==> src/design/cod_ram.sv <==
// ----------------------------------------------------------------------------
// cod_ram: simple dual-port synchronous memory
// One write port and one read port, read data registered.
// ----------------------------------------------------------------------------
`default_nettype none

module cod_ram #(
    parameter int WIDTH = 8,
    parameter int DEPTH = 16,
    parameter int AW    = $clog2(DEPTH)
) (
    input  logic             clk,
    input  logic             we,
    input  logic [AW-1:0]    waddr,
    input  logic [WIDTH-1:0] wdata,
    input  logic             re,
    input  logic [AW-1:0]    raddr,
    output logic [WIDTH-1:0] rdata
);

    logic [WIDTH-1:0] mem [DEPTH];
    logic [WIDTH-1:0] rdata_reg;

    always_ff @(posedge clk)
    begin
        if (we)
        begin
            mem[waddr] <= wdata;
        end
    end

    always_ff @(posedge clk)
    begin
        if (re)
        begin
            rdata_reg <= mem[raddr];
        end
    end

    assign rdata = rdata_reg;

endmodule

`default_nettype wire

==> config.mk <==
export PLATFORM = sky130hd
export DESIGN_NAME = cod_ram
export DESIGN_NICKNAME = d
export VERILOG_FILES = /design/src/design/cod_ram.sv
export SDC_FILE = /design/constraint.sdc
export NUM_CORES = 1
export LEC_CHECK = 0
export BUFFER_PORTS_ARGS = -buffer_cell sky130_fd_sc_hd__buf_4
export CAP_MARGIN = 20
export CORE_MARGIN = 4
export CORE_UTILIZATION = 50
export DETAILED_ROUTE_END_ITERATION = 16
export PLACE_DENSITY = 0.75
export RECOVER_POWER = 25
export SLEW_MARGIN = 20
export SYNTH_ARGS = -nofsm -noshare
export SYNTH_HDL_FRONTEND = slang
export SYNTH_SLANG_ARGS = --single-unit
==> constraint.sdc <==
create_clock -name clk -period 2.5 [get_ports clk]
set_input_delay 0.375 -clock clk [delete_from_list [all_inputs] [get_ports clk]]
set_output_delay 0.375 -clock clk [all_outputs]
set_load 0.02 [all_outputs]
==> qor.txt <==
Final Hold Viols: 0
most frequent cell after synthesis: edfxtp_1
Post-synth EDFFs: 136
simple-gate share of the synthesized area: 3.14%
Pre-antenna DRT Iters: 4
layout cells sized above 1: 28.9%
Layout Cells excl Fill: 427
HP Class: input port to register
Mapped Area: 0.00523 sq mm
Post-layout nets: 297
Synth Area in Adders: 0%
FF+latch count, synth: 136
vias per inst: 5.64
Comb pwr share: 4.5%
post-synth cell types: 18
P_int: 4.40 mW
synth top area cells: edfxtp_1 78%, mux4_2 7.8%, mux4_1 7.0%, a22oi_1 2.3%, nor2_1 0.93%
startpoint types: register
routed wire length: 9340 um
f_max: 656 MHz
num ports: 27
Seq/Total Area, Yosys: 78.1%
final core occ: 61.0%
Post-Synth XOR/XNOR Area: 0%
Final Cycle Share: 61.0%
fin. max-slew vios: 0
CTS tree: built
largest family of logic cells by synthesized area: multiplexers
pwr dens: 873 mW/mm^2
Tot Pwr: 5.45 mW
crit path launch: mem[3][0]$_DFFE_PP_
CTS buffer count: 17
antenna-violating nets left: 0
wire length per cell: 21.9 um
r2r startpoint: mem[3][0]$_DFFE_PP_
Max Root-Sink Buffers: 2
Die Y-Extent: 110 um
ant diodes: 0
Switching Fraction: 19.3%
Total GRT Usage: 17.5%
initial antenna violation count: 0
Routability Congestion: 0.764
via count: 2407
Post-DP Area: 0.00562 sq mm
core area: 0.0102 sq mm
WP data required: 2.75 ns
hold_buf cts: 0
Pleak: 2.09 nW
I/O Buffers: 26
Placed Cells: 395
Clk network pwr share: 48.1%
fin area: 0.00624 sq mm
largest net degree at the start of global routing: 33
# rows: 37
worst setup path category: register to register
DR iter-0 viols: 179
WHS: 0.159 ns
Root Buffer: clkbuf_8
synth cell count leaders: 136 x edfxtp_1, 18 x mux4_2, 16 x a22oi_1, 14 x mux4_1, 13 x nor2_1
Syn-to-layout area delta: 19.4%
Final Skew: 0.00770 ns
drc violations: 0
biggest area consumer among synthesized cells: edfxtp_1
CTS Sinks: 136
status: complete, no violations
Compound-Gate Fraction of Synth Area: 2.30%
# setup viols final: 0
Post-synth top flop: edfxtp_1
Setup Fix Bufs, Post-CTS: 0
Flop pwr share: 47.4%
vias in the first global route: 2392
Mapped Avg Cell Area: 22.8 sq um
final critical-path required period: 1.52 ns
max FFs per register: 128
die footprint: 0.0122 sq mm
VDD IR max: 0.000660 V
pre-CTS WS: 0.456 ns
Worst-path clk slew: 0.06 ns
WP data arrival: 1.78 ns
unrepaired setup endpoints after global routing: false
share of the synthesized area in the top cell type: 78.1%
Hold Path Origin: re
Final WS setup: 0.976 ns
Worst-Margin Slew: 0.783 ns
Slew HR: 47.6%
Mapped Nets: 248
# fillers: 681
Starting Density: 51.1%
ys async rst share: 0%
Syn Inst Count: 229
Die Wd: 110 um
CP max FO: 1
H-tree depth: 4
Critical Path End Type: register
first-pass GRT wire length: 14400 um
DP HPWL: 5890 um
post-cts sizing count: 0
setup TNS: 0 ns
Clk Latency, worst-skew pair: 0.51 ns
Yosys warning total: 0
Overflow after GRT: 0
switching pwr: 1.05 mW
mux contribution to synthesized area: 14.8%
max cap viols: 0
==> critical path: stages (launching register included) <==
cell and delay [ns]:
edfxtp_1 0.37, mux4_1 0.49, a22oi_1 0.31, nand2_1 0.09
==> worst paths after layout <==
check                       end  slack, ns  cells past startpoint
min reg2reg  rdata[5]$_DFFE_PP_       0.75                      3
max          rdata[0]$_DFFE_PP_       0.98                      3
min          rdata[4]$_DFFE_PP_       0.16                      1
max reg2reg  rdata[0]$_DFFE_PP_       0.98                      3
==> power by group through the flow <==
stage	Combinational, mW	Clock (mW)	Sequential, mW
2_1_floorplan	0.130	0	2.64
5_1_grt	0.269	2.78	2.59
3_3_place_gp	0.252	0	2.63
6_report	0.246	2.62	2.58
4_1_cts	0.256	2.66	2.58
3_5_place_dp	0.255	0	2.63
==> metal layers <==
metal  GRT usage (%)  vias up  wire length [um]
met5               0        -                 0
li1                -     1084                 -
met3            5.13       12               708
met2            26.0       84              4590
met4            5.80        0               110
met1            25.2     1227              3930
==> cell usage in the layout, fill, tap and decap left out, drive strengths merged, types with 3 or more instances in the layout <==
cell type	n
nor3	4
clkbuf	23
nand2	9
mux4	32
clkinv	5
edfxtp	136
clkinvlp	3
a22oi	16
buf	34
bufinv	5
nor2	13
==> cell type report <==
type | instances | area (sq um) | area share [%]
clock inverters | 15 | 225 | 3.61
repair buffers | 40 | 290 | 4.65
flip-flops and latches | 136 | 4080 | 65.4
multi-input cells | 83 | 1060 | 16.9
clock buffers | 17 | 414 | 6.64
well taps | 136 | 170 | 2.73
==> cell families after synthesis <==
logic type,Yosys count
AOI/OAI and AO/OA,16
and+or+nand+nor,35
DFF,136
muxes,32
buffers and inverters,10
No activity file was read; power rests on OpenSTA's default activity.
