==> config.mk <==
export PLATFORM = sky130hd
export DESIGN_NAME = cod_cfg
export DESIGN_NICKNAME = d
export VERILOG_FILES = /design/src/design/cod_pkg.sv /design/src/design/cod_cfg.sv
export SDC_FILE = /design/constraint.sdc
export NUM_CORES = 1
export LEC_CHECK = 0
export CAP_MARGIN = 20
export CORE_MARGIN = 2
export CORE_UTILIZATION = 45
export DETAILED_ROUTE_END_ITERATION = 6
export DONT_BUFFER_PORTS = 1
export MAX_ROUTING_LAYER = met4
export PLACE_DENSITY = 0.56
export SYNTH_ARGS = -nofsm -noshare
export SYNTH_HDL_FRONTEND = slang
export SYNTH_SLANG_ARGS = --single-unit
export TNS_END_PERCENT = 1
==> constraint.sdc <==
create_clock -name clk -period 2.4 [get_ports clk]
set_input_delay 0.6 -clock clk [delete_from_list [all_inputs] [get_ports clk]]
set_output_delay 0.6 -clock clk [all_outputs]
set_load 0.03 [all_outputs]
==> src/design/cod_pkg.sv <==
// ----------------------------------------------------------------------------
// cod_pkg: shared types and constants
// Table geometry, register map, event codes and the table entry layout for
// the call overlap event detector.
// ----------------------------------------------------------------------------
`default_nettype none

package cod_pkg;

    // client table geometry
    localparam int CLIENT_ENTRIES = 1024;
    localparam int IDX_W          = $clog2(CLIENT_ENTRIES);
    localparam int ADDR_W         = 32;
    localparam int TAG_W          = ADDR_W - IDX_W;

    // field widths
    localparam int TS_W    = 48;
    localparam int GAP_W   = 32;
    localparam int PROTO_W = 16;

    // configuration port
    localparam int CFG_AW = 5;
    localparam int CFG_DW = 32;

    typedef enum logic [2:0] {
        REG_VOICE_PROTO = 3'd0,
        REG_WATCHED_A   = 3'd1,
        REG_WATCHED_B   = 3'd2,
        REG_OPEN_GAP    = 3'd3,
        REG_CALL_GAP    = 3'd4
    } reg_idx_t;

    localparam logic [PROTO_W-1:0] VOICE_PROTO_RST = '0;
    localparam logic [ADDR_W-1:0]  WATCHED_A_RST   = 32'h830E_36C2;
    localparam logic [ADDR_W-1:0]  WATCHED_B_RST   = 32'hF1B5_B55F;
    localparam logic [GAP_W-1:0]   OPEN_GAP_RST    = 32'd30000000;
    localparam logic [GAP_W-1:0]   CALL_GAP_RST    = 32'd30000000;

    typedef enum logic [1:0] {
        EV_CALL_START = 2'd0,
        EV_OPEN       = 2'd1,
        EV_OVERLAP    = 2'd2
    } ev_kind_t;

    typedef struct packed {
        logic [PROTO_W-1:0] voice_proto;
        logic [ADDR_W-1:0]  watched_a;
        logic [ADDR_W-1:0]  watched_b;
        logic [GAP_W-1:0]   open_gap;
        logic [GAP_W-1:0]   call_gap;
    } cfg_t;

    typedef struct packed {
        logic             valid;
        logic [TAG_W-1:0] tag;
        logic [TS_W-1:0]  watched_last;
        logic [TS_W-1:0]  call_last;
        logic [TS_W-1:0]  call_start;
        logic [TS_W-1:0]  reported_start;
    } entry_t;

    localparam int ENTRY_W = $bits(entry_t);

    // events produced by one packet, in delivery order
    typedef struct packed {
        logic [1:0] count;
        ev_kind_t   kind0;
        ev_kind_t   kind1;
    } evset_t;

endpackage

`default_nettype wire

==> src/design/cod_cfg.sv <==
// ----------------------------------------------------------------------------
// cod_cfg: configuration registers
// APB-style register file holding the voice protocol, watched addresses and
// the two idle gaps.
// ----------------------------------------------------------------------------
`default_nettype none

module cod_cfg (
    input  logic                       clk,
    input  logic                       rst_n,
    input  logic                       psel,
    input  logic                       penable,
    input  logic                       pwrite,
    input  logic [cod_pkg::CFG_AW-1:0] paddr,
    input  logic [cod_pkg::CFG_DW-1:0] pwdata,
    output logic [cod_pkg::CFG_DW-1:0] prdata,
    output logic                       pready,
    output cod_pkg::cfg_t              cfg
);
    import cod_pkg::*;

    cfg_t     cfg_reg;
    reg_idx_t sel;
    logic     wr_en;

    // word address, byte offset ignored
    assign sel   = reg_idx_t'(paddr[CFG_AW-1:2]);
    assign wr_en = psel && penable && pwrite;

    always_ff @(posedge clk or negedge rst_n)
    begin
        if (!rst_n)
        begin
            cfg_reg.voice_proto <= VOICE_PROTO_RST;
            cfg_reg.watched_a   <= WATCHED_A_RST;
            cfg_reg.watched_b   <= WATCHED_B_RST;
            cfg_reg.open_gap    <= OPEN_GAP_RST;
            cfg_reg.call_gap    <= CALL_GAP_RST;
        end
        else if (wr_en)
        begin
            unique case (sel)
                REG_VOICE_PROTO: cfg_reg.voice_proto <= pwdata[PROTO_W-1:0];
                REG_WATCHED_A:   cfg_reg.watched_a   <= pwdata;
                REG_WATCHED_B:   cfg_reg.watched_b   <= pwdata;
                REG_OPEN_GAP:    cfg_reg.open_gap    <= pwdata;
                REG_CALL_GAP:    cfg_reg.call_gap    <= pwdata;
                default: ;
            endcase
        end
    end

    always_comb
    begin
        unique case (sel)
            REG_VOICE_PROTO: prdata = {{(CFG_DW-PROTO_W){1'b0}}, cfg_reg.voice_proto};
            REG_WATCHED_A:   prdata = cfg_reg.watched_a;
            REG_WATCHED_B:   prdata = cfg_reg.watched_b;
            REG_OPEN_GAP:    prdata = cfg_reg.open_gap;
            REG_CALL_GAP:    prdata = cfg_reg.call_gap;
            default:         prdata = '0;
        endcase
    end

    assign pready = 1'b1;
    assign cfg    = cfg_reg;

endmodule

`default_nettype wire

==> results by group, run 1 <==
Synth
  – Post-synthesis average cell area: between 10 and 15 µm²
  – YS warnings: 0
  – Syn nets: a little under 500
  – Dominant cell by count in the synthesized netlist: mux2_2
  – Most instantiated cells after synthesis: mux2_2, dfrtp_1, dfstp_2
  – Yosys cell types: 26
  – Number of synthesized flops with an enable pin: 0
  – Register area share after synthesis: around 55%
  – Synth area leaders: dfrtp_1, dfstp_2, mux2_2, mux2_4, a22oi_1
  – Ys async rst share: 100.0%
  – Post-synth top flop: dfrtp_1
  – Share of the synthesized area in the top cell type: approximately 34%
  – Post-Syn Area: around 0.0067 mm²
  – Mapped Cells: roughly 450
  – Synth area leader: dfrtp_1
  – Post-synthesis register bit count: 144

GRT
  – Initial antenna violation count: 0
  – Vias in the first global route: around 4.6k
  – First-pass GRT wire length: ~27 mm
  – Largest net degree at the start of global routing: between 100 and 150
  – Grt ovf: 0
  – GRT Util Overall: 23.18%

Timing
  – Post-route worst setup slack: 0.1181 ns
  – Clk_skew: 0 ns
  – Period utilization: a little over nine tenths
  – Final setup fails: 0
  – Min Hold Slack: -0.1182 ns
  – Max-slew violation count: 0
  – Hold Vio Cnt, Final: 90
  – Post-route minimum period: approximately 2.3 ns
  – Achievable Freq: 0.4382 GHz
  – RSZ-0062 raised after global routing: no

Clocking
  – Clk Latency, worst-skew pair: 0.41 ns
  – Root buf cell: clkbuf_16
  – Clk sinks: 144
  – CTS tree: done
  – H-tree levels: 4
  – CTS Buf Count: 17
  – Clock tree buffer depth: 2
  – Post-CTS setup buffer count: 0
  – Clock slew at reported path FFs: 0.06 ns

Power
  – Worst VDD drop: 0.4402 mV
  – P_int: ~5500 µW
  – Pwr dens: around 1100 mW/mm²
  – Pleak: approximately 0.0035 µW
  – Sequential power share: between 50 and 60%
  – Clock power share: between 30% and 40%
  – Psw: around 2900 µW
  – Comb power frac: a little over an eighth
  – Sw frac: between 30% and 40%

Worst hold path
  – Hold Crit Class: in -> async

Layout
  – Layout area overhead: 16.63%
  – Layout Cells excl Fill: about 680
  – Ant. Diodes: 0
  – Max FFs per register: 144
  – Nets: about 530
  – Final instance area: ~0.0078 mm²
  – Layout cells sized above 1: roughly 60%
  – Fillers: around 1.2k

Placement
  – DP Wirelength: 11.11 mm
  – Placed instance area: roughly 0.0072 mm²
  – IO buf count: 0
  – Inst Count DP: 652
  – GP Congestion: slightly below 0.8
  – DP Worst Slack: between 0.2 and 0.3 ns

Critical path
  – Crit-path max FO: 3
  – Arrival @ worst endpoint: about 1.7 ns
  – Critical path class: reg -> out
  – WP data required: roughly 1.8 ns
  – Setup crit end kind: output pin
  – Crit start category: flip-flop

Routing
  – DR DRC count: 0
  – Vias per cell: ~6
  – Vias: a little over 4k
  – Routed Antenna Nets: 0
  – Wire per inst: about 26 µm
  – Routed WL: about 17 mm
  – Router iterations before antenna repair: 4
  – DR iter-0 viols: 170

Die
  – Die ar.: about 0.016 mm²
  – Initial cell density of the core: between 40 and 50%
  – Area of the core: about 0.015 mm²
  – Die H: roughly 130 µm
  – I/O pin cnt: 219
  – Die X: 125.8 µm
  – Rows: 44

Job
  – Max Cap Viol: 0

Run status
  – Failing checks: negative hold slack
  – Outcome: finished, violations left
[placed cells by master (no fill, tap or decap), types with 2 or more instances in the layout]
cell type	n
dfrtp_1	89
nor2b_4	2
clkbuf_16	17
a32oi_1	16
o21ai_1	14
o21ai_0	2
mux2i_1	16
mux2_2	115
buf_12	2
clkbuf_1	2
mux2_1	5
clkinv_2	4
nor3_4	2
o22ai_1	15
dfstp_2	54
bufinv_16	4
clkbuf_8	3
buf_4	51
mux2_4	40
a22oi_1	32
clkinv_4	2
[worst max-delay path, cell delays in order, from the launching register on]
cell and delay [ns]:
dfrtp_1 0.50, mux2_2 0.33, a32oi_1 0.14, o21ai_0 0.11
buf_4 0.18
[routing by layer]
metal | global-route usage (%) | vias to the layer above | wire, µm
met5 | - | - | 0
met4 | 7.822 | 0 | 297
met3 | 9.728 | 25 | 1710
met2 | 36.09 | 172 | 8492
met1 | 27.30 | 2156 | 6967
li1 | - | 1764 | -
[what timing repair did]
action                                 4_1_cts  5_1_grt
gates resized for setup                      0        1
endpoints found under the hold margin       90       90
setup endpoints to repair                    0        1
[final cells by class]
cell class	instances	area, µm²	share of cell area [%]
Clock buffer	22	474.2	6.091
Clock inverter	10	157.7	2.025
Inverter	2	7.507	0.09643
Multi-Input combinational cell	269	2820	36.23
Sequential cell	144	3672	47.17
Tap cell	184	230.2	2.957
Timing Repair Buffer	53	422.9	5.432
[worst paths after layout]
kind | start | to | depth (start not counted) | slack (ns)
min in group clk | pwdata[6] | cfg[70] | 1 | 0.33
setup / recovery | cfg[45] | prdata[13] | 4 | 0.12
hold / removal | rst_n | cfg[73] | 0 | -0.12
hold reg to reg | cfg[40] | cfg[40] | 1 | 0.70
max in group asynchronous | rst_n | cfg[106] | 0 | 2.25
setup reg to reg | cfg[122] | cfg[122] | 1 | 1.43
[metrics by stage]
stage / utilization [%] / power, µW / hold WS (ns) / TNS (ns)
final: 53.56 / 8428 / -0.1182 / 0
after global routing: 53.56 / 8776 / -0.1434 / 0
after CTS: 53.56 / 8504 / -0.1386 / 0
after detailed placement: 49.21 / 5669 / 0.3082 / 0
after global placement: 49.21 / 5628 / 0.3088 / 0
after floorplan: - / 5279 / 0.3044 / -1.923
[kinds of logic (layout without fill, tap and decap cells)]
| kind of cell | count (synthesis) | in the layout | synth area share, % |
|---|---|---|---|
| flops | 144 | 144 | 55.00 |
| other cells | 1 | 1 | 0.05618 |
| compound gates | 80 | 80 | 8.397 |
| simple gates | 12 | 12 | 1.631 |
| mux | 176 | 176 | 31.64 |
| buf+inv | 40 | 87 | 3.280 |
[power groups by stage]
stage	clock network, µW	registers [µW]	logic, µW
after floorplan	0	4370	912
after global placement	0	4540	1090
after detailed placement	0	4550	1120
after CTS	2870	4520	1120
after global routing	2990	4590	1200
final	2810	4510	1110
No activity file was read; power rests on OpenSTA's default activity.
==> run 2: changes to the inputs <==
- CORE_ASPECT_RATIO: unset -> 1.25
- SKIP_CTS_REPAIR_TIMING: unset -> 1
==> run 2 against run 1 <==
Against the previous run:
- the run ends with design-rule violations, negative hold slack left
- largest cell class unchanged
- setup slack got worse by 0.013 ns
- highest routed layer unchanged
- sequential share of layout area increased by 0.29 points
- critical path depth unchanged
- utilization decreased by 0.088 points
- critical path type unchanged
- clock power decreased by 10%
- total power decreased by 3.4%
- count of clock-buffer cells in the layout unchanged
- design area decreased by 0.61%
- wire length increased by 1.7%
- sequential power about the same
- via count increased by 0.58%
==> results by group, run 2 (synthesis results as in run 1) <==
Die
  – Die X: 112.9 µm
  – Rows: 49
  – Die H: 140.2 µm
  – Initial cell density of the core: 46.13%
  – I/O pin cnt: between 200 and 250
  – Area of the core: approximately 0.014 mm²
  – Die ar.: between 0.015 and 0.02 mm²

Timing
  – Period utilization: 95.61%
  – Achievable Freq: ~0.44 GHz
  – Clk_skew: 0 ns
  – Final setup fails: 0
  – RSZ-0062 raised after global routing: no
  – Post-route minimum period: roughly 2.3 ns
  – Min Hold Slack: -0.1205 ns
  – Max-slew violation count: 0
  – Post-route worst setup slack: around 0.11 ns
  – Hold Vio Cnt, Final: 90

Power
  – P_int: 5238 µW
  – Sequential power share: around 55%
  – Sw frac: ~36%
  – Pwr dens: between 1000 and 1500 mW/mm²
  – Worst VDD drop: about 0.55 mV
  – Pleak: 0.003457 µW
  – Psw: 2905 µW
  – Comb power frac: between 10% and 20%
  – Clock power share: between 30% and 40%
  – Overall power: 8142 µW

Routing
  – DR DRC count: 16
  – Routed WL: ~18 mm
  – Router iterations before antenna repair: 7
  – Vias: a little over 4k
  – Met1 wire length: 6.825 mm
  – WL met2: between 9 and 10 mm
  – Vias per cell: a little over 6
  – DR iter-0 viols: 252
  – Wire per inst: ~26 µm
  – Routed Antenna Nets: 0
  – Highest routed layer: met4
  – Met3 WL: between 1 and 1.5 mm

GRT
  – Initial antenna violation count: 0
  – Largest net degree at the start of global routing: 145
  – Vias in the first global route: ~4.4k
  – First-pass GRT wire length: 26.59 mm
  – GRT Util Overall: a little under a quarter
  – Grt ovf: 0

Placement
  – GP Congestion: 0.8223
  – DP Wirelength: approximately 11 mm
  – Placed instance area: 0.007167 mm²
  – IO buf count: 0
  – DP Worst Slack: around 0.28 ns

Clocking
  – Clock tree buffer depth: 2
  – Clk sinks: around 140
  – CTS tree: done
  – CTS Buf Count: 17
  – Root buf cell: clkbuf_16
  – Clock slew at reported path FFs: approximately 0.060 ns
  – H-tree levels: 4
  – Clk Latency, worst-skew pair: a little over 0.4 ns

Critical path
  – Critical path class: reg -> out
  – WP data required: around 1.8 ns
  – Setup crit end kind: output pin
  – Arrival @ worst endpoint: 1.69 ns
  – R2r setup slk: ~1.4 ns
  – Path depth of the worst reg2reg path: 1
  – Crit start category: flip-flop
  – Origin of the critical flop-to-flop path: cfg[142]
  – R2r endpoint: cfg[142]
  – Crit-path max FO: 3

Layout
  – Fillers: approximately 1.2k
  – Layout area overhead: 15.91%
  – Finished Core Util: between 50% and 60%
  – Max FFs per register: about 140
  – Nets: 527
  – Layout cells sized above 1: 60.44%
  – Ant. Diodes: 0
  – Most frequent cells in the layout: mux2_2, dfrtp_1, dfstp_2, buf_4, mux2_4
  – Final instance area: 0.007737 mm²
  – Most common cell after layout, fill and taps aside: mux2_2

Run status
  – Outcome: finished, violations left
  – Failing checks: design-rule violations, negative hold slack

Worst hold path
  – Hold Crit Class: in -> async

Job
  – Max Cap Viol: 0
[run 2: worst max-delay path by stage]
stage	start	to	slack (ns)	cells past startpoint
detailed placement	paddr[4]	prdata[17]	0.28	5
finish	cfg[45]	prdata[13]	0.11	4
global route	cfg[45]	prdata[13]	0.02	4
CTS	cfg[78]	prdata[14]	0.06	4
global placement	paddr[4]	prdata[13]	0.31	5
floorplan	paddr[2]	prdata[17]	-0.09	6
[run 2: area by class of cell]
class                      count  area (µm²)  share of cell area [%]
multi-input combinational    269        2820                   36.45
sequential                   144        3672                   47.46
tap                          178       222.7                   2.878
clock buffer                  22       484.2                   6.258
clock inverter                10       85.08                   1.100
timing repair buffer          51       445.4                   5.757
inverter                       2       7.507                 0.09702
[run 2: metrics by stage]
stage	std cells	setup TNS [ns]
after global routing	676	0
final	676	0
after CTS	676	0
after global placement	644	0
after floorplan	453	-1.923
after detailed placement	644	0
[run 2: power groups by stage]
stage | registers, µW | clock network, µW | logic (µW)
4_1_cts | 4520 | 2580 | 1120
6_report | 4510 | 2520 | 1110
3_5_place_dp | 4560 | 0 | 1120
2_1_floorplan | 4370 | 0 | 912
5_1_grt | 4580 | 2670 | 1190
3_3_place_gp | 4540 | 0 | 1080
[run 2: per-layer routing]
metal	up-vias	global-route usage [%]
li1	1767	-
met1	2177	25.43
met2	173	38.30
met3	24	7.919
met4	0	8.922
met5	-	-
[run 2: critical path, stage by stage, from the launching register on]
cell and delay, ns:
dfrtp_1 0.51, mux2_2 0.32, a32oi_1 0.15, o21ai_0 0.11
buf_4 0.18
