==> src/design/cod_pkg.sv <==
// ----------------------------------------------------------------------------
// cod_pkg: shared types and constants
// Table geometry, register map, event codes and the table entry layout for
// the call overlap event detector.
// ----------------------------------------------------------------------------
`default_nettype none

package cod_pkg;

    // client table geometry
    localparam int CLIENT_ENTRIES = 1024;
    localparam int IDX_W          = $clog2(CLIENT_ENTRIES);
    localparam int ADDR_W         = 32;
    localparam int TAG_W          = ADDR_W - IDX_W;

    // field widths
    localparam int TS_W    = 48;
    localparam int GAP_W   = 32;
    localparam int PROTO_W = 16;

    // configuration port
    localparam int CFG_AW = 5;
    localparam int CFG_DW = 32;

    typedef enum logic [2:0] {
        REG_VOICE_PROTO = 3'd0,
        REG_WATCHED_A   = 3'd1,
        REG_WATCHED_B   = 3'd2,
        REG_OPEN_GAP    = 3'd3,
        REG_CALL_GAP    = 3'd4
    } reg_idx_t;

    localparam logic [PROTO_W-1:0] VOICE_PROTO_RST = '0;
    localparam logic [ADDR_W-1:0]  WATCHED_A_RST   = 32'h830E_36C2;
    localparam logic [ADDR_W-1:0]  WATCHED_B_RST   = 32'hF1B5_B55F;
    localparam logic [GAP_W-1:0]   OPEN_GAP_RST    = 32'd30000000;
    localparam logic [GAP_W-1:0]   CALL_GAP_RST    = 32'd30000000;

    typedef enum logic [1:0] {
        EV_CALL_START = 2'd0,
        EV_OPEN       = 2'd1,
        EV_OVERLAP    = 2'd2
    } ev_kind_t;

    typedef struct packed {
        logic [PROTO_W-1:0] voice_proto;
        logic [ADDR_W-1:0]  watched_a;
        logic [ADDR_W-1:0]  watched_b;
        logic [GAP_W-1:0]   open_gap;
        logic [GAP_W-1:0]   call_gap;
    } cfg_t;

    typedef struct packed {
        logic             valid;
        logic [TAG_W-1:0] tag;
        logic [TS_W-1:0]  watched_last;
        logic [TS_W-1:0]  call_last;
        logic [TS_W-1:0]  call_start;
        logic [TS_W-1:0]  reported_start;
    } entry_t;

    localparam int ENTRY_W = $bits(entry_t);

    // events produced by one packet, in delivery order
    typedef struct packed {
        logic [1:0] count;
        ev_kind_t   kind0;
        ev_kind_t   kind1;
    } evset_t;

endpackage

`default_nettype wire

==> src/design/cod_rule.sv <==
// ----------------------------------------------------------------------------
// cod_rule: per-packet session update
// Takes the table entry read for one packet, applies the call and watched
// rules, and returns the entry to write back and the events to deliver.
// ----------------------------------------------------------------------------
`default_nettype none

module cod_rule (
    input  cod_pkg::entry_t                 entry,
    input  logic [cod_pkg::ADDR_W-1:0]      item_src,
    input  logic [cod_pkg::TS_W-1:0]        item_now,
    input  logic                            item_voice,
    input  cod_pkg::cfg_t                   cfg,
    output cod_pkg::entry_t                 entry_new,
    output cod_pkg::evset_t                 evs
);
    import cod_pkg::*;

    logic [TAG_W-1:0] tag;
    logic             hit;
    entry_t           base;
    logic [TS_W:0]    call_end;
    logic [TS_W:0]    open_end;
    logic             call_over;
    logic             open_fire;
    logic [TS_W-1:0]  call_kept;
    logic             ovl_fire;

    assign tag = item_src[ADDR_W-1:IDX_W];
    assign hit = entry.valid && (entry.tag == tag);

    // miss or tag conflict: start from a fresh entry with zero timestamps
    always_comb
    begin
        if (hit)
        begin
            base = entry;
        end
        else
        begin
            base       = '0;
            base.valid = 1'b1;
            base.tag   = tag;
        end
    end

    assign call_end  = {1'b0, base.call_last} + {{(TS_W+1-GAP_W){1'b0}}, cfg.call_gap};
    assign open_end  = {1'b0, base.watched_last} + {{(TS_W+1-GAP_W){1'b0}}, cfg.open_gap};
    assign call_over = call_end < {1'b0, item_now};
    assign open_fire = open_end < {1'b0, item_now};
    assign call_kept = call_over ? '0 : base.call_last;
    assign ovl_fire  = (call_kept != '0) && (base.call_start != base.reported_start);

    always_comb
    begin
        entry_new = base;
        evs.count = 2'd0;
        evs.kind0 = EV_CALL_START;
        evs.kind1 = EV_CALL_START;
        if (item_voice)
        begin
            entry_new.call_last = item_now;
            if (call_over)
            begin
                entry_new.call_start = item_now;
                evs.count            = 2'd1;
            end
        end
        else
        begin
            entry_new.watched_last = item_now;
            entry_new.call_last    = call_kept;
            if (ovl_fire)
            begin
                entry_new.reported_start = base.call_start;
            end
            // watched open goes first, overlap second
            if (open_fire && ovl_fire)
            begin
                evs.count = 2'd2;
                evs.kind0 = EV_OPEN;
                evs.kind1 = EV_OVERLAP;
            end
            else if (open_fire)
            begin
                evs.count = 2'd1;
                evs.kind0 = EV_OPEN;
            end
            else if (ovl_fire)
            begin
                evs.count = 2'd1;
                evs.kind0 = EV_OVERLAP;
            end
        end
    end

endmodule

`default_nettype wire

==> config.mk <==
export PLATFORM = sky130hd
export DESIGN_NAME = cod_rule
export DESIGN_NICKNAME = d
export VERILOG_FILES = /design/src/design/cod_pkg.sv /design/src/design/cod_rule.sv
export SDC_FILE = /design/constraint.sdc
export NUM_CORES = 1
export LEC_CHECK = 0
export BUFFER_PORTS_ARGS = -buffer_cell sky130_fd_sc_hd__buf_2
export CAP_MARGIN = 30
export CORE_AREA = 2 2 258 260
export DETAILED_ROUTE_END_ITERATION = 12
export DIE_AREA = 0 0 260 262
export PLACE_DENSITY_LB_ADDON = 0.2
export SYNTH_ARGS = -nofsm -noshare
export SYNTH_HDL_FRONTEND = slang
export SYNTH_SLANG_ARGS = --single-unit
==> constraint.sdc <==
create_clock -name vclk -period 8.9
set_clock_uncertainty 0.05 [all_clocks]
set_input_delay 0.445 -clock vclk [all_inputs]
set_output_delay 0.445 -clock vclk [all_outputs]
set_load 0.03 [all_outputs]
==> results of run 1 <==
[cell type report]
type,count,area [µm²]
fill,7641,51300
antenna,25,62.6
tap,864,1080
inverter,97,364
timing repair buffer,596,3100
multi-input combinational,1335,9320
[cells in the final DEF (no fill, tap or decap), types with 14 or more instances in the layout]
| cell | count |
|---|---|
| buf_2 | 567 |
| ha_1 | 160 |
| nand2_1 | 159 |
| nor2_1 | 129 |
| o21ai_0 | 112 |
| inv_1 | 97 |
| a21oi_1 | 95 |
| xor2_1 | 71 |
| and2_1 | 65 |
| xnor2_1 | 61 |
| a21o_1 | 54 |
| a22o_1 | 52 |
| mux2i_1 | 48 |
| nand3_1 | 47 |
| nor4_1 | 35 |
| nand4_1 | 29 |
| diode_2 | 25 |
| o31ai_1 | 25 |
| buf_4 | 24 |
| a211oi_1 | 17 |
| nor3_1 | 15 |
| and3_1 | 15 |
| o21a_1 | 14 |
[what timing repair did]
item / in CTS / in global routing
resized for setup: 0 / 1
setup endpoints to repair: 0 / 38
buffers inserted: 0 / 2
[power by group through the flow]
stage | clock, mW | combinational [mW] | sequential, mW
floorplan | 0 | 0.273 | 0
global placement | 0 | 0.538 | 0
detailed placement | 0 | 0.539 | 0
CTS | 0 | 0.542 | 0
global route | 0.000000290 | 0.580 | 0
finish | 0.000000364 | 0.535 | 0
[Yosys cell counts (17+ instances only)]
cell type  instances
a211oi_1          17
a21o_1            54
a21oi_1           95
a22o_1            52
and2_1            65
clkbuf_1          62
ha_1             160
inv_1             97
mux2i_1           48
nand2_1          159
nand3_1           47
nand4_1           29
nor2_1           129
nor4_1            35
o21ai_0          112
o31ai_1           25
xnor2_1           61
xor2_1            71
[logic make-up (layout without fill, tap and decap cells)]
group / after synthesis / in the layout / synth area share
xor gates and xnor gates: 132 / 132 / 0.115
muxes: 49 / 49 / 0.0489
AOI/OAI and AO/OA: 457 / 457 / 0.299
buffers and inverters: 184 / 693 / 0.0763
adders and majority gates: 162 / 162 / 0.203
other: 2 / 27 / 0.000748
and+or+nand+nor: 533 / 533 / 0.257
[how the worst min path moves through the flow]
| stage | startpoint | end | slack, ns | depth (start not counted) |
|---|---|---|---|---|
| final | item_src[24] | entry_new[206] | 1.12 | 2 |
| after global routing | item_src[24] | entry_new[206] | 1.13 | 2 |
| after CTS | item_src[20] | entry_new[202] | 1.13 | 2 |
| after detailed placement | item_src[20] | entry_new[202] | 1.13 | 2 |
| after global placement | item_src[24] | entry_new[206] | 1.13 | 2 |
| after floorplan | item_src[10] | entry_new[192] | 1.03 | 1 |
[metrics by stage]
stage / instances / utilization / total power [mW] / setup slack (ns)
CTS: 2889 / 0.212 / 0.542 / 0.201
finish: 2917 / 0.213 / 0.535 / 0.531
global route: 2911 / 0.213 / 0.580 / 0.0383
floorplan: 1519 / - / 0.273 / 1.76
detailed placement: 2889 / 0.212 / 0.539 / 0.250
global placement: 2889 / 0.212 / 0.538 / 0.132
[critical path: cells and delay by family]
kind / cells / cell delay, ns
adder cells (fa/ha/maj): 3 / 0.83
AND/OR/NAND/NOR: 11 / 2.39
AO/OA/AOI/OAI: 9 / 2.77
buffers and inverters: 7 / 1.09
XOR/XNOR: 2 / 0.31
[layer usage]
layer	global-route usage	wire, µm	share of wire	vias up
li1	-	-	-	6530
met4	0.0832	2950	0.041	8
met5	0	43	0.00059	-
met3	0.0273	3640	0.050	90
met1	0.241	29900	0.41	6280
met2	0.362	36200	0.50	514
==> results.yml, run 1 <==
layout:
  final_area_um2: 13900
  nClkBuffers: 0
  seqCellArea_um2: 0
  syn_to_final_growth_pct: 38.6
  layout.nets: 2632
  layout-drive-gt1-share: 0.301
  seq_cells: 0
sta:
  tns_ns: 0
  fin_crit_ns: 8.37
  rsz0062_at_grt: "false"
  slew_headroom: 0.384
  worst_slew_pin_slew_ns: 0.917
  fin_hold_ws_ns: 1.12
  setup_viol: 0
  fmax_mhz: 119
  fin_crit_sh: 0.940
  hold_viol: 0
  final_max_slew_viol_count: 0
global_route:
  grt_pass1_vias: 13400
  antenna_found_initial: 43
  grt.total_usage: 0.202
  grt_pass1_wl_um: 98500
  grt.overflow.total: 0
  grt_max_degree: 81
synthesis:
  yosys-top-cells-area: "ha_1 20%, xor2_1 6.2%, nand2_1 5.9%, o21ai_0 5.6%, xnor2_1 5.3%"
  synth-warning-count: 0
  ys_types: 61
  synth_nets: 2121
  synthesis.area_um2: 10000
  synth_cells: 1519
  synth_top_cell_area_share: 0.199
  yosysSeqAreaShare: 0
  synth_area_per_cell_um2: 6.61
  synth_top_cell_by_area: "ha_1"
drt:
  antenna_left: 0
  routedWlPerCell_um: 24.9
  first_pass_iters: 5
  via_per_inst: 4.60
  drc: 0
  routed_wirelength_um: 72700
  vias: 13400
  drt_iter0_markers: 719
power_and_ir_drop:
  vdd_drop_max_mv: 0.0213
  power.switching_mw: 0.353
  p_clk_frac: 0
  switching_share: 0.659
  cellPowerDensity_nw_per_um2: 38.4
  pwr-share-comb: 1.000
  p_seq_frac: 0
  internal-power_mw: 0.182
  p_leak_nw: 7.53
run_status:
  status: "completed"
cts:
  ctsHoldBuffers: 0
run:
  maxCapViolations: 0
die:
  die_y_um: 262
  die_area_um2: 68100
  rows: 94
  initial_utilization: 0.154
  core-area_um2: 65300
  dieWidth_um: 260
  io_pins: 661
setup_path:
  crit_type: "in2out"
  slowest_delay_ns: 0.60
  critPathArrivalTime_ns: 7.87
  startpoint: "item_src[23]"
  required_ns: 8.41
  cp_max_fo: 8
  worstSetupEndpoint: "evs[4]"
  worst_setup_path_start_kind: "input pin"
  endpoint_kind: "output port"
  crit_path_frequent_cell: "buf_4"
  critPathSlowestCell: "a311oi_4"
placed_design:
  place.gp.congestion: 0.944
  dpl_cell_area_um2: 13800
  io_buffers: 569
  place_hpwl_um: 65400
worst_hold_path:
  hp-class: "in2out"
(Power assumes the default switching activity.)
==> inputs of run 2 (changes only) <==
--- a/config.mk
+++ b/config.mk
@@ -11,6 +11,8 @@
 export DETAILED_ROUTE_END_ITERATION = 12
 export DIE_AREA = 0 0 260 262
 export PLACE_DENSITY_LB_ADDON = 0.2
+export SETUP_SLACK_MARGIN = 0.02
+export SLEW_MARGIN = 10
 export SYNTH_ARGS = -nofsm -noshare
 export SYNTH_HDL_FRONTEND = slang
 export SYNTH_SLANG_ARGS = --single-unit
==> constraint.sdc (replaced) <==
create_clock -name vclk -period 7.9
set_clock_uncertainty 0.05 [all_clocks]
set_input_delay 0.395 -clock vclk [all_inputs]
set_output_delay 0.395 -clock vclk [all_outputs]
set_load 0.03 [all_outputs]
==> run 2 against run 1 <==
Global-route usage about the same. Critical path type unchanged. Power up 16%. Cell count up 1.1%. Flip-flop and latch count unchanged. Sequential share of layout area unchanged. Utilization up 0.82 points. Setup slack worse by 0.11 ns. First-iteration DRC count down 3.3%. Count of clock-buffer cells in the layout unchanged.
==> results.yml, run 2 (same netlist as run 1, synthesis figures left out) <==
die:
  dieWidth_um: 260
  initial_utilization: 0.154
  rows: 94
  die_area_um2: 68100
  core-area_um2: 65300
  die_y_um: 262
  io_pins: 661
drt:
  antenna_left: 0
  drt_iter0_markers: 695
  routedWlPerCell_um: 24.8
  first_pass_iters: 5
  vias: 13600
  routed_wirelength_um: 73200
  drc: 0
  via_per_inst: 4.62
sta:
  slew_headroom: 0.406
  rsz0062_at_grt: "false"
  fin_crit_ns: 7.48
  tns_ns: 0
  hold_viol: 0
  fmax_mhz: 134
  final_max_slew_viol_count: 0
  fin_crit_sh: 0.947
  setup_viol: 0
  worst_slew_pin_slew_ns: 0.883
  setup_ws_ns: 0.416
power_and_ir_drop:
  p_leak_nw: 7.77
  cellPowerDensity_nw_per_um2: 42.8
  p_total_mw: 0.620
  vdd_drop_max_mv: 0.0247
layout:
  nClkBuffers: 0
  layout_common_cells: "563 x buf_2, 160 x ha_1, 159 x nand2_1"
  layout-drive-gt1-share: 0.322
  layout.nets: 2670
  multi_input_comb_area_um2: 9400
  seqCellArea_um2: 0
  fillers: 7613
  layout_commonest_cell: "buf_2"
  seq_cells: 0
  syn_to_final_growth_pct: 44.0
cts:
  ctsHoldBuffers: 0
setup_path:
  slowest_delay_ns: 0.50
  cp_num_buf_inv: 7
  endpoint_kind: "output port"
  crit_type: "in2out"
  cp_max_fo: 22
  cp_top_family: "compound AO/OA/AOI/OAI gates"
  critPathArrivalTime_ns: 7.04
  worst_setup_path_start_kind: "input pin"
  critPathSlowestCell: "a2111o_1"
  required_ns: 7.46
placed_design:
  place_hpwl_um: 66000
  io_buffers: 569
  place.gp.congestion: 0.929
  dp_slack_ns: -0.247
global_route:
  antenna_found_initial: 36
  grt_max_degree: 88
  grt.overflow.total: 0
  grt.total_usage: 0.202
  grt_pass1_wl_um: 99100
  grt_pass1_vias: 13800
run_status:
  status: "completed"
worst_hold_path:
  hp-class: "in2out"
run:
  maxCapViolations: 0
## run 2: cell count changes in the layout (fill, tap and decap cells not counted), sizes merged
| cell | previous run | this run |
|---|---|---|
| buf | 595 | 633 |
| diode | 25 | 20 |
## run 2: worst paths after layout
check,startpoint,slack [ns],cells past startpoint,to
setup / recovery,item_src[23],0.42,32,evs[4]
hold / removal,item_src[26],1.02,2,entry_new[208]
## run 2: layer usage
metal  routed length, µm  share of wire  vias to the layer above  track usage
li1                    -              -                     6602            -
met5                  65        0.00089                        -            0
met4                2770          0.038                       10       0.0852
met1               29600           0.40                     6391        0.238
met2               36800           0.50                      521        0.366
met3                3950          0.054                       94       0.0283
## run 2: power breakdown
group | total [mW] | leakage, nW | switching [mW] | internal [mW]
registers | 0 | 0 | 0 | 0
clock network | 0.000000325 | 0.000127 | 0 | 0.000000325
logic | 0.620 | 7.77 | 0.404 | 0.216
total | 0.620 | 7.77 | 0.404 | 0.216
## run 2: metrics by stage
| step | utilization | std cells | area [µm²] | hold slack (ns) |
|---|---|---|---|---|
| 3_3_place_gp | 0.218 | 2925 | 14300 | 1.03 |
| 2_1_floorplan | - | 1519 | 10000 | 0.925 |
| 4_1_cts | 0.219 | 2926 | 14300 | 1.03 |
| 6_report | 0.222 | 2950 | 14500 | 1.02 |
| 5_1_grt | 0.221 | 2944 | 14400 | 1.03 |
| 3_5_place_dp | 0.218 | 2925 | 14300 | 1.02 |
## run 2: layout make-up
class,instances,area share
antenna,20,0.00346
inverter,97,0.0252
multi-input combinational,1335,0.650
tap,864,0.0747
timing repair buffer,634,0.247
## run 2: timing repair
item | in CTS | in global routing
pin swaps | 2 | 6
buffers inserted | 1 | 3
setup endpoints to repair | 5 | 148
gates cloned | 0 | 1
gates resized for setup | 6 | 19
==> inputs of run 3 (changes only) <==
--- a/config.mk
+++ b/config.mk
@@ -5,6 +5,7 @@
 export SDC_FILE = /design/constraint.sdc
 export NUM_CORES = 1
 export LEC_CHECK = 0
+export ABC_AREA = 1
 export BUFFER_PORTS_ARGS = -buffer_cell sky130_fd_sc_hd__buf_2
 export CAP_MARGIN = 30
 export CORE_AREA = 2 2 258 260
==> run 3 against run 2 <==
Utilization grew 2.5 points. Worst hold slack lost 0.012 ns. Critical path depth grew 18. Count of clock-buffer cells in the layout is the same. Cell count grew 22%. Final area grew 11%.
==> results.yml, run 3 <==
global_route:
  grt_max_degree: 81
  antenna_found_initial: 27
  grt.total_usage: 0.213
  grt_pass1_vias: 15600
  grt_pass1_wl_um: 106000
  grt.overflow.total: 0
run:
  maxCapViolations: 0
sta:
  worst_slew_pin_slew_ns: 0.858
  fin_crit_sh: 0.920
  final_max_slew_viol_count: 0
  slew_headroom: 0.428
  setup_ws_ns: 0.635
  rsz0062_at_grt: "false"
  setup_viol: 0
  hold_viol: 0
  fmax_mhz: 138
  fin_crit_ns: 7.26
run_status:
  status: "completed"
drt:
  routed_wirelength_um: 77200
  vias: 16100
  routedWlPerCell_um: 21.4
  drc: 0
  first_pass_iters: 5
  via_per_inst: 4.47
  antenna_left: 0
  drt_iter0_markers: 904
synthesis:
  synth-compound-area-share: 0.244
  synth_area_per_cell_um2: 5.29
  synthMuxAreaShare: 0
  synthesis.area_um2: 11100
  synth.most_common_cell: "nand2_1"
  synth_top_cell_area_share: 0.180
  synthSimpleGateAreaFrac: 0.333
  yosysSeqAreaShare: 0
  ys_types: 51
  synth_nets: 2701
  yosys-top-cells-area: "ha_1 18%, nand2_1 16%, inv_1 12%, a21oi_1 11%, nor2_1 9.1%"
  synth_cells: 2099
  synth_adder_area_share: 0.184
  netlist_top_cells_count: "482 x nand2_1, 352 x inv_1, 269 x nor2_1, 247 x a21oi_1, 160 x ha_1"
  synthXorXnorAreaFrac: 0.0726
  synth_top_cell_by_area: "ha_1"
  synth-warning-count: 0
  synth_top_family_by_area: "simple AND/OR/NAND/NOR gates"
power_and_ir_drop:
  power.switching_mw: 0.403
  vdd_drop_max_mv: 0.0221
  internal-power_mw: 0.208
  switching_share: 0.659
  p_clk_frac: 0
  p_seq_frac: 0
  cellPowerDensity_nw_per_um2: 37.9
  p_leak_nw: 9.65
  pwr-share-comb: 1.000
die:
  core-area_um2: 65300
  rows: 94
  dieWidth_um: 260
  initial_utilization: 0.170
  die_y_um: 262
  die_area_um2: 68100
  io_pins: 661
layout:
  layout-drive-gt1-share: 0.291
  nClkBuffers: 0
  layout.nets: 3336
  seq_cells: 0
  layout_common_cells: "566 x buf_2, 480 x nand2_1, 352 x inv_1"
  seqCellArea_um2: 0
  layout_commonest_cell: "buf_2"
  syn_to_final_growth_pct: 45.3
  final_area_um2: 16100
setup_path:
  critPathArrivalTime_ns: 6.82
  cp_max_fo: 18
  required_ns: 7.46
  critPathSlowestCell: "fa_1"
  worst_setup_path_start_kind: "input pin"
  crit_path_frequent_cell: "nand2_1"
  crit_type: "in2out"
  endpoint_kind: "output port"
  slowest_delay_ns: 0.40
  startpoint: "item_src[16]"
placed_design:
  io_buffers: 569
  place.gp.congestion: 0.925
  place_hpwl_um: 68900
  dp_slack_ns: -0.186
  dpl_cell_area_um2: 15900
worst_hold_path:
  hp-class: "in2out"
  hp-start: "item_src[10]"
cts:
  ctsHoldBuffers: 0
[run 3: logic make-up after synthesis]
family | count (synthesis)
other | 2
AND/OR/NAND/NOR | 898
buffers and inverters | 456
AO/OA/AOI/OAI | 489
adder cells (fa/ha/maj) | 162
XOR/XNOR | 92
[run 3: per-layer routing]
metal,part of all wire,up-vias,global-route usage,routed length (µm)
li1,-,8164,-,-
met1,0.44,7293,0.270,33700
met2,0.47,535,0.379,36600
met3,0.063,92,0.0329,4860
met4,0.024,22,0.0457,1880
met5,0.0019,-,0,143
[run 3: power by group through the flow]
| stage | Sequential [mW] | Combinational (mW) | Clock, mW |
|---|---|---|---|
| finish | 0 | 0.611 | 0.000000102 |
| global route | 0 | 0.671 | 0.0000000510 |
| detailed placement | 0 | 0.613 | 0 |
| global placement | 0 | 0.613 | 0 |
| CTS | 0 | 0.616 | 0 |
| floorplan | 0 | 0.325 | 0 |
[run 3: through the flow]
step / cells / hold WS [ns] / setup TNS [ns] / power, mW / utilization
floorplan: 2099 / 0.925 / 0 / 0.325 / -
global placement: 3590 / 1.01 / -1.36 / 0.613 / 0.243
detailed placement: 3590 / 1.01 / -3.08 / 0.613 / 0.243
CTS: 3590 / 1.01 / 0 / 0.616 / 0.243
global route: 3599 / 1.01 / 0 / 0.671 / 0.247
finish: 3604 / 1.01 / 0 / 0.611 / 0.247
[run 3: final cells by class]
| type | count | area (µm²) |
|---|---|---|
| antenna | 8 | 20.0 |
| inverter | 359 | 1350 |
| tap | 864 | 1080 |
| fill | 7750 | 49200 |
| multi-input combinational | 1643 | 9430 |
| timing repair buffer | 730 | 4240 |
[run 3: repair_timing]
item                                    4_1_cts  5_1_grt
gates resized for setup                       6       48
buffers inserted                              0        4
gates cloned                                  0        2
endpoints found under the setup margin       49      112
pin swaps                                     1        9
[run 3: path summary, 6_finish.rpt]
path  slack (ns)  cells after the start        endpoint
max         0.64                     50          evs[4]
min         1.01                      2  entry_new[192]
[run 3: critical path: cells and delay by family]
kind,cells,cell delay (ns)
adders and majority gates,4,1.17
xor gates and xnor gates,1,0.17
AOI/OAI and AO/OA,13,1.91
buffers and inverters,6,0.78
and+or+nand+nor,26,2.37
